**config.mk**
```make
export PLATFORM = sky130hd
export DESIGN_NAME = fxss_ctrl
export DESIGN_NICKNAME = d
export VERILOG_FILES = /design/src/rtl/core/fxss_pkg.sv /design/src/rtl/core/fxss_ctrl.sv
export SDC_FILE = /design/constraint.sdc
export NUM_CORES = 1
export LEC_CHECK = 0
export BUFFER_PORTS_ARGS = -buffer_cell sky130_fd_sc_hd__buf_2
export CORE_AREA = 10 10 47 49
export CTS_CLUSTER_SIZE = 24
export DETAILED_ROUTE_END_ITERATION = 8
export DIE_AREA = 0 0 57 59
export HOLD_SLACK_MARGIN = 0.05
export PLACE_DENSITY = 0.57
export SLEW_MARGIN = 20
export SYNTH_ARGS = -nofsm -noshare
export SYNTH_HDL_FRONTEND = slang
export SYNTH_SLANG_ARGS = --single-unit
```
**constraint.sdc**
```tcl
create_clock -name clk -period 2.5 [get_ports clk]
set_input_delay 0.5 -clock clk [delete_from_list [all_inputs] [get_ports clk]]
set_output_delay 0.5 -clock clk [all_outputs]
set_load 0.02 [all_outputs]
```
**src/rtl/core/fxss_pkg.sv**
```systemverilog
// Shared constants, types and command/status structs of the framed XY statistics block.
package fxss_pkg;

  localparam int BUFFER_BYTES  = 512;
  localparam int FRACTION_BITS = 8;
  localparam int MAX_FRAMES    = 64;

  localparam int BS_W     = $clog2(BUFFER_BYTES + 1);
  localparam int N_W      = 7;
  localparam int RD_W     = 24;
  localparam int SUM_W    = 30;
  localparam int SQ_W     = 53;
  localparam int PROD_W   = 60;
  localparam int DEN_W    = 33;
  localparam int RAD_W    = 64;
  localparam int ROOT_W   = 32;
  localparam int DIV_W    = RAD_W + 2 * FRACTION_BITS;
  localparam int MEAN_W   = 26;
  localparam int SPREAD_W = 29;
  localparam int OUT_W    = 120;

  localparam logic [7:0] FRAME_START = 8'h02;
  localparam logic [7:0] FRAME_END   = 8'h03;

  typedef enum logic [1:0] {
    MODE_HUNT = 2'd0,
    MODE_TAKE = 2'd1,
    MODE_DONE = 2'd2
  } mode_t;

  typedef enum logic [1:0] {
    OP_MEAN_X   = 2'd0,
    OP_MEAN_Y   = 2'd1,
    OP_SPREAD_X = 2'd2,
    OP_SPREAD_Y = 2'd3
  } op_t;

  typedef enum logic [2:0] {
    S_IDLE,
    S_CHECK,
    S_PREP,
    S_DIV_GO,
    S_DIV_WAIT,
    S_SQRT_GO,
    S_SQRT_WAIT,
    S_LOAD
  } state_t;

  typedef struct packed {
    logic take_byte;
    logic begin_read;
    op_t  op;
    logic prep;
    logic div_start;
    logic sqrt_start;
    logic load_out;
  } cmd_t;

  typedef struct packed {
    logic n_zero;
    logic n_multi;
    logic div_done;
    logic sqrt_done;
    logic out_free;
  } stat_t;

endpackage

```
**src/rtl/core/fxss_ctrl.sv**
```systemverilog
// Controller: byte intake handshake and sequencing of the end-of-read arithmetic.
module fxss_ctrl (
  input  logic            clk,
  input  logic            rst_n,
  input  logic            in_tvalid,
  input  logic            in_tlast,
  output logic            in_tready,
  input  fxss_pkg::stat_t stat,
  output fxss_pkg::cmd_t  cmd
);

  fxss_pkg::state_t state_r, state_nxt;
  fxss_pkg::op_t    op_r, op_nxt;

  always_ff @(posedge clk) begin
    if (!rst_n) begin
      state_r <= fxss_pkg::S_IDLE;
      op_r    <= fxss_pkg::OP_MEAN_X;
    end else begin
      state_r <= state_nxt;
      op_r    <= op_nxt;
    end
  end

  always_comb begin
    state_nxt      = state_r;
    op_nxt         = op_r;
    in_tready      = 1'b0;
    cmd            = '0;
    cmd.op         = op_r;
    case (state_r)
      fxss_pkg::S_IDLE: begin
        in_tready     = 1'b1;
        cmd.take_byte = in_tvalid;
        if (in_tvalid && in_tlast) begin
          cmd.begin_read = 1'b1;
          state_nxt      = fxss_pkg::S_CHECK;
        end
      end
      fxss_pkg::S_CHECK: begin
        op_nxt    = fxss_pkg::OP_MEAN_X;
        state_nxt = stat.n_zero ? fxss_pkg::S_LOAD : fxss_pkg::S_PREP;
      end
      fxss_pkg::S_PREP: begin
        cmd.prep  = 1'b1;
        state_nxt = fxss_pkg::S_DIV_GO;
      end
      fxss_pkg::S_DIV_GO: begin
        cmd.div_start = 1'b1;
        state_nxt     = fxss_pkg::S_DIV_WAIT;
      end
      fxss_pkg::S_DIV_WAIT: begin
        if (stat.div_done) begin
          case (op_r)
            fxss_pkg::OP_MEAN_X: begin
              op_nxt    = fxss_pkg::OP_MEAN_Y;
              state_nxt = fxss_pkg::S_PREP;
            end
            fxss_pkg::OP_MEAN_Y: begin
              op_nxt    = fxss_pkg::OP_SPREAD_X;
              state_nxt = stat.n_multi ? fxss_pkg::S_PREP : fxss_pkg::S_LOAD;
            end
            default: state_nxt = fxss_pkg::S_SQRT_GO;
          endcase
        end
      end
      fxss_pkg::S_SQRT_GO: begin
        cmd.sqrt_start = 1'b1;
        state_nxt      = fxss_pkg::S_SQRT_WAIT;
      end
      fxss_pkg::S_SQRT_WAIT: begin
        if (stat.sqrt_done) begin
          if (op_r == fxss_pkg::OP_SPREAD_X) begin
            op_nxt    = fxss_pkg::OP_SPREAD_Y;
            state_nxt = fxss_pkg::S_PREP;
          end else begin
            state_nxt = fxss_pkg::S_LOAD;
          end
        end
      end
      fxss_pkg::S_LOAD: begin
        if (stat.out_free) begin
          cmd.load_out = 1'b1;
          state_nxt    = fxss_pkg::S_IDLE;
        end
      end
      default: state_nxt = fxss_pkg::S_IDLE;
    endcase
  end

endmodule

```
==> After elaboration in Yosys (flattened, before gate mapping) <==
Index checks and enable logic that the tools add are counted.
{ "word_totals": {"inputBits": 9, "output_inout_bits": 9, "ff_bits": 5, "word_cells": 45} }
{ "op_classes": {"mux": 22, "eq_ne": 15, "n_reduce_logical": 6} }
{ "ops": {"columns": ["op", "count"], "rows": [
  ["one-hot mux 3 bit (8 select lines)", 1],
  ["2-to-1 mux 3 bit", 7],
  ["== test 3 bit (second input constant)", 4],
  ["!= test 2 bit (second input constant)", 5],
  ["2-to-1 mux 2 bit", 4],
  ["2-to-1 mux 1 bit", 7],
  ["== test 3 x 2 -> 1 bit (second input constant)", 2],
  ["one-hot mux 2 bit (3 select lines)", 1],
  ["one-hot mux 3 bit (2 select lines)", 1],
  ["AND reduction 5 bit", 1],
  ["one-hot mux 2 bit (2 select lines)", 1],
  ["AND reduction 4 bit", 1],
  ["== test 3 x 1 -> 1 bit (second input constant)", 1],
  ["logical NOT 3 bit", 1],
  ["!= test 3 bit (second input constant)", 1],
  ["nonzero test 3 bit", 1],
  ["== test 2 x 1 -> 1 bit (second input constant)", 1],
  ["== test 2 bit (second input constant)", 1],
  ["logical NOT 2 bit", 1],
  ["logical AND 1 bit", 1]
]} }

==> Longest topological paths before layout <==
Gate-level depths: netlist of run 1.
{ "logic_depth": {"word_depth": 4, "depth_mapped": 6, "depth_no_buf": 4} }

==> Worst setup path before layout of run 1 <==
No wires, ideal clock.
{ "synth_path": {"path_type": "reg-to-output", "start": "register state_r[1]", "end": "output port cmd[6] (netlist name)", "stages_incl_launch_ff": 5, "required_ns": 2.000, "t_arrival_ns": 1.255, "setup_slack_ns": 0.745, "path_buffers": 1, "cell_sequence": "dfxtp_1 buf_4 nor3_2 inv_1 nor2_1"} }
{ "synth_rtl": {"columns": ["element", "line_no", "source"], "rows": [
  ["from (decl)", "fxss_ctrl.sv:12", "fxss_pkg::state_t state_r, state_nxt;"],
  ["from (signal assigned)", "fxss_ctrl.sv:17", "state_r <= fxss_pkg::S_IDLE;"],
  ["from (signal assigned)", "fxss_ctrl.sv:20", "state_r <= state_nxt;"],
  ["to (decl)", "fxss_ctrl.sv:9", "output fxss_pkg::cmd_t cmd"]
]} }

==> results of run 1 <==
-- per-stage QoR --
step           power [uW]  area, um2  hold WS, ns  cells    util
2_1_floorplan       161.6      450.4       0.6162     58       -
3_3_place_gp        177.5      518.0       0.6595     87  0.3696
3_5_place_dp        177.4      518.0       0.6587     87  0.3696
4_1_cts             275.9      544.3       0.5327     91  0.3884
5_1_grt             292.8      544.3       0.5377     91  0.3884
6_report            270.3      544.3       0.5257     91  0.3884
-- registers in the layout, indices dropped and copies added, names as in the netlist --
register and cells:
op_r 2, state_r 3
-- metal layers --
layer | up-vias | global-route usage | wire [um]
met3 | 2 | 0.05150 | 119
li1 | 238 | - | -
met5 | - | 0 | 0
met1 | 201 | 0.08412 | 536
met2 | 18 | 0.1039 | 467
met4 | 0 | 0.02013 | 4
-- worst max path at each step --
stage | startpoint | to | depth (start not counted)
2_1_floorplan | state_r[1] | cmd[6] | 4
3_3_place_gp | state_r[1] | cmd[6] | 4
3_5_place_dp | state_r[1] | cmd[0] | 3
4_1_cts | state_r[1] | cmd[0] | 3
5_1_grt | state_r[1] | cmd[0] | 3
6_report | state_r[1] | cmd[0] | 3
-- kinds of logic after synthesis --
logic type / after synthesis / share of synthesized area
AOI/OAI and AO/OA: 18 / 0.3306
buffers and inverters: 9 / 0.1250
DFF: 5 / 0.2222
and+or+nand+nor: 26 / 0.3222
-- layout make-up --
| type | count | share of cell area |
|---|---|---|
| Multi-Input combinational cell | 44 | 0.5402 |
| Clock buffer | 4 | 0.04828 |
| Timing Repair Buffer | 17 | 0.1563 |
| Inverter | 5 | 0.03448 |
| Sequential cell | 5 | 0.1839 |
| Tap cell | 16 | 0.03678 |
-- where the power goes --
group	internal [uW]	switching, uW
combinational	35.1	41.3
sequential	84.5	14.4
clock	60.5	34.6
total	180	90.3
-- Yosys cell counts --
cell type,n
o311a_1,1
a21oi_1,2
nand3_1,1
inv_1,5
nor2b_2,1
o211a_1,1
and3_1,1
nor3_1,3
nor2_1,7
a211o_1,1
nand2b_4,1
nor2b_1,1
a211oi_1,1
a31oi_1,2
o31ai_2,1
o21a_1,1
and2b_1,1
o2bb2ai_1,1
dfxtp_1,5
nor3_2,1
a221oi_2,1
buf_6,2
or3_1,1
o32ai_2,1
and2_1,3
nand2b_1,1
nand2_1,4
o21ai_0,4
a21bo_2,1
buf_4,2
==> results.md, run 1 <==
Worst setup path:
- The start of the worst register-to-register path is state_r[1].
- The slowest stage of the critical path is the dfxtp_1 cell.
- By startpoint and endpoint, the worst setup path is classified as reg -> out.
- Data on the critical path is required at its endpoint by 2.00 ns.
- The highest fanout seen on the critical path is 18.
- The worst path buffer plus inverter count is 1.
- The delay contributed by the slowest stage of the critical path is 0.69 ns.
- Traced cell by cell, the critical path runs through nand3_1 -> nor2_1 -> buf_2.
- The worst register-to-register path ends at state_r[0].
- The count of cells along the worst register-to-register path is 4.
- The family with the most delay on the worst path is flip-flops.
- The category of the worst setup path launch point is a register.
- Across all register-to-register paths, the minimum setup slack is 0.95 ns.
- STA puts the critical path data arrival time at 1.42 ns.
- STA classifies the critical path endpoint as an output port.

Clocking:
- TritonCTS built the clock tree.
- The CTS root buffer is clkbuf_4.
- The CTS H-tree depth is 1.
- Clock tree synthesis found a total of 5 sinks.
- The clock passes through at most 2 buffers.
- The buffers inserted during post-CTS setup optimization is 0.
- The clock buffer count from CTS is 3.
- Clock-pin slew was measured on the worst setup and hold paths at 0.05 ns.
- The clock insertion delay at the later pin of the skew report is 0.25 ns.
- Hold repair after CTS inserted 0 buffers.
- After clock tree synthesis, the repair step resized 0 gates.

GRT:
- The via count of the first global-routing pass was 473.
- The first global-routing pass estimated 2014 um of wire.
- Entering global routing, the biggest net connects 19 pins.
- The initial antenna violation count is 0.
- For this run, the total global-route usage over all layers was measured as 0.07254.
- After global routing the overflow that remains totals 0.

STA:
- The slew of the pin with the lowest slew margin is 0.5874 ns.
- For this run, the top clock speed supported by timing is 520.1 MHz.
- The worst path needs 1.923 ns of the cycle, external delays included.
- Across the routed clock network, the largest skew measured is 0.007529 ns.
- After layout, the worst setup slack is 0.5773 ns.
- Setup repair after global routing left no endpoint under its margin.
- The final hold violation count is 0.
- The final number of max-transition violations is 0.
- The worst slew slack as a fraction of its limit is 0.6078.
- After routing, the total negative slack on setup checks comes to 0 ns.
- Setup violations remaining at the end of the flow were counted as 0.
- In the finished design, the share of the clock period the worst path needs comes to 0.7691.

Power:
- The total power divided by cell area is 496.7 mW/mm2.
- Summed over all cells, the static leakage comes to 0.0002633 uW.
- The worst-case IR drop observed on VDD is 0.2999 mV.

Floorplan:
- Row generation in the floorplan step produced 14 rows.
- The total area inside the core boundary comes to 0.001401 mm2.
- For this configuration, the core starts out at a cell density of 0.3214.
- The floorplan step set the die height to 59 um.
- The die outline area is 0.003363 mm2.
- From left edge to right edge, the die measures 57 um.
- During I/O placement, the number of pins put on the boundary was 18.

Route:
- After the first detailed-routing iteration, the DRC count stood at 8.
- The routed wirelength normalized by instance count is 12.38 um.
- Dividing the detail-routed via count by the number of cells gives 5.044.
- The via count is 459.
- The final layout contains routed wiring with a total length of 1127 um.
- The first-pass iteration count of the detailed router is 4.
- In the routed design, unresolved DRC markers number 0.
- The detail route stage leaves a number of antenna-violating nets equal to 0.

Outcome:
- The flow ran to the end, and the final reports show no timing, DRC or antenna violations.

Placed design:
- The HPWL after detailed placement is 873.5 um.
- Timing analysis after detailed placement gives a worst setup slack of 0.8394 ns.
- The total of buffers placed on input and output ports is 17.
- The placer congestion estimate is 0.7637.

Synthesis:
- Counting every net in the synthesized netlist gives 67.
- The share of the yosys chip area belonging to registers is 0.2222.
- The number of distinct library cell variants in the gate-level netlist after synthesis is 30.
- The post-synthesis instance area is 450.4 um2.
- The post-synthesis instance total is 58.
- The share of the synthesized area in the top cell type is 0.2222.
- The post-synthesis average cell area is 7.766 um2.
- The number of synthesized register bits is 5.
- The dominant cell type by area after synthesis is dfxtp_1.
- Yosys printed 0 warnings.
- In the post-synthesis netlist, the biggest area contributors are dfxtp_1, nor2_1, buf_6.

Final layout:
- The library cell used most frequently in the layout, excluding fill and tap cells, is buf_2.
- The area of all sequential standard cells is 100.1 um2.
- For this run, the post-layout net count is 85.
- The count of fill cells added during filler insertion is 163.
- In the final layout, the share of cells above drive strength 1 is 0.3600.
- The antenna diode instance count is 0.
- In the layout the commonest cells are buf_2, nor2_1, inv_1, dfxtp_1.
- The synthesis-to-finish area growth is 20.83%.
- The area of combinational cells with multiple inputs is 294.0 um2.

Hold path:
- The path class of the tightest hold or removal check is in -> reg.
- The path with the worst hold slack has its endpoint at op_r[1].
- Counting instances, the worst hold path has a depth of 2.
- In this run the most critical hold path is launched from rst_n.

Run:
- Across the run, the number of max-cap violations was 0.
(Power assumes the default switching activity.)
==> inputs of run 2 (changes only) <==
clock period = 1.9 ns   (was 2.5 ns; I/O delays follow)
==> run 2 against run 1 <==
Total power grew 33%. Non-clock buffer count stayed put. Flip-flop and latch count is the same. Critical path depth unchanged. Register-to-register slack got worse by 0.48 ns. Setup slack worse by 0.41 ns. Critical path type unchanged.
==> results.md, run 2 (same netlist as run 1, synthesis figures left out) <==
Placed design:
- The cell area after placement is 518.0 um2.
- Timing analysis after detailed placement gives a worst setup slack of 0.3721 ns.
- The total of buffers placed on input and output ports is 17.
- The placer congestion estimate is 0.8077.
- The HPWL after detailed placement is 902 um.

Worst setup path:
- The terminus of the critical flop-to-flop path is state_r[2].
- The critical path crosses 3 cells after its start point.
- Data on the critical path arrives at its endpoint at 1.36 ns.
- The signal on the critical path passes through inv_1 -> and3_1 -> buf_2.
- The highest fanout seen on the critical path is 10.
- The delay contributed by the slowest stage of the critical path is 0.55 ns.
- The worst register-to-register path begins at state_r[2].
- The endpoint type of the worst setup path is an output port.
- The standard cell with the maximum stage delay on the critical path is dfxtp_1.
- The number of cells on the worst reg-to-reg path is 3.
- Broken down by cell family, the worst path's largest delay share belongs to flip-flops.
- The worst register-to-register path has a setup slack of 0.47 ns.
- The worst path buffer plus inverter count is 2.
- The startpoint-to-endpoint class of the critical path is reg -> out.
- The category of the worst setup path launch point is a register.
- The required arrival time at the worst endpoint is 1.52 ns.

GRT:
- Entering global routing, the biggest net connects 19 pins.
- The all-layer global routing usage is 0.07047.
- The first-pass GRT wire length is 1925 um.
- The initial antenna violation count came to 0.
- The total overflow left after global routing is 0.
- The via count of the first global-routing pass is 440.

STA:
- The final number of max-transition violations is 0.
- The worst slew slack as a fraction of its limit is 0.7388.
- The worst path setup slack after routing is 0.1629 ns.
- Setup repair after global routing left no endpoint under its margin.
- For the final routed database, the setup TNS stands at 0 ns.
- The clock skew after layout is 0.0009162 ns.
- The final hold violation count came to 0.
- For this run, the top clock speed supported by timing is 575.7 MHz.
- The portion of the clock cycle consumed by the worst path in the final layout is 0.9143.
- The number of setup violations in the final report is 0.
- The clock period could shrink to 1.737 ns.
- At the pin with the least slew margin, the transition time is 0.3913 ns.

Final layout:
- The commonest non-fill, non-tap cell in the layout is buf_2.
- The flip-flop count of the largest register after layout is 3.
- Once layout is done, the placed cells without fillers occupy 545.5 um2.
- The synthesis-to-finish area growth is 21.11%.
- state_r holds more flip-flops than any other register.
- The largest registers in the layout are state_r: 3 flops, op_r: 2 flops.
- The repair_antennas step left the layout with diodes totalling 0.
- The library cells used most frequently in the layout, excluding fill and tap cells, are buf_2, nor2_1, inv_1.
- Of the cells placed in the final design, the portion with a size suffix greater than 1 is 0.3733.
- The count of nets after finishing is 85.

Hold path:
- Counting instances, the worst hold path has a depth of 2.
- The worst hold path belongs to the class in -> reg.
- The worst hold path begins at rst_n.
- The endpoint with the worst hold slack is op_r[1].

Clocking:
- The number of buffers inserted by hold repair at cts is 0.
- The clock buffer count from CTS is 3.
- TritonCTS built the clock tree.
- The CTS root buffer is clkbuf_4.
- The CTS H-tree depth is 1.
- Clock latency on the worst-skew pair, taken at its later pin, is 0.25 ns.
- Clock tree synthesis found a total of 5 sinks.
- The longest clock path from root to sink contains 2 buffers.
- Clock-pin slew was measured on the worst setup and hold paths at 0.05 ns.
- In this run the post-CTS setup repair buffer count came out at 0.

Route:
- The routed wirelength normalized by instance count is 12.69 um.
- In the routed layout, each cell is associated on average with a via count of 4.956.
- The iteration-0 DRC count of the detailed router is 16.
- The overall routed net length is 1155 um.
- The first-pass iteration count of the detailed router is 4.
- Once detail routing completed, the nets flagged for antenna violations numbered 0.
- The detailed router placed 451 vias in this run.
- In the routed design, unresolved DRC markers number 0.

Power:
- The combinational share of power is 0.281.
- Of the total power, registers draw 0.363.
- The analysis attributes to net switching a power of 122.4 uW.
- The total chip power is 359.8 uW.
- Of the total power, the clock network draws 0.356.
- In this run the power density over the cells is 659.6 mW/mm2.
- Summed over all cells, the static leakage comes to 0.0002637 uW.
- Across the VDD grid, the largest voltage drop is 0.3254 mV.
- The proportion of total power due to net switching is 0.3401.
- The internal power of the cells totals 237.5 uW.

Floorplan:
- The area of the core is 0.001401 mm2.
- The die height is 59 um.
- The die is 57 um wide.
- The die outline area is 0.003363 mm2.
- The boundary pin count is 18.
- In this run the core area contains 14 standard-cell rows.
- The initial standard-cell utilization of the core is 0.3214.

Run:
- The max-cap violation count is 0.

Outcome:
- The flow ran to the end, and the final reports show no timing, DRC or antenna violations.
run 2: layout make-up:
type | instances | area (um2)
clock buffer | 4 | 26.28
tap | 16 | 20.02
inverter | 5 | 18.77
sequential | 5 | 101.3
fill | 171 | 855.8
timing repair buffer | 17 | 85.08
multi-input combinational | 44 | 294.0
run 2: power by group through the flow:
stage	clock network, uW	registers, uW	logic, uW
global route	142	132	114
floorplan	0	115	97.3
finish	128	130	101
CTS	132	129	102
detailed placement	0	132	102
global placement	0	132	102
run 2: per-layer routing:
layer / vias up / GRT usage / wire length [um]
met5: - / 0 / 0
met3: 2 / 0.04292 / 64
met1: 195 / 0.08799 / 631
met4: 0 / 0.02013 / 8
met2: 15 / 0.09767 / 450
li1: 239 / - / -
run 2: stage by stage:
step / utilization / std cells / hold WS, ns
global route: 0.3893 / 91 / 0.4189
finish: 0.3893 / 91 / 0.4056
CTS: 0.3884 / 91 / 0.4015
global placement: 0.3696 / 87 / 0.6539
floorplan: - / 58 / 0.5017
detailed placement: 0.3696 / 87 / 0.6493
run 2: worst max path at each step:
stage	start	slack, ns	end
after detailed placement	state_r[1]	0.37	cmd[0]
final	state_r[2]	0.16	cmd[3]
after floorplan	state_r[1]	0.27	cmd[6]
after global routing	state_r[2]	0.07	cmd[3]
after CTS	state_r[1]	0.10	cmd[0]
after global placement	state_r[1]	0.38	cmd[0]
run 2: worst register-to-register path: stages (launching register included):
cell and delay [ns]:
dfxtp_1 0.55, inv_1 0.19, o31ai_2 0.41, o311a_1 0.22
run 2: what timing repair did:
| item | in CTS | in global routing |
|---|---|---|
| resized for setup | 0 | 1 |
| setup endpoints to repair | 0 | 2 |
| endpoints found under the hold margin | 0 | 0 |
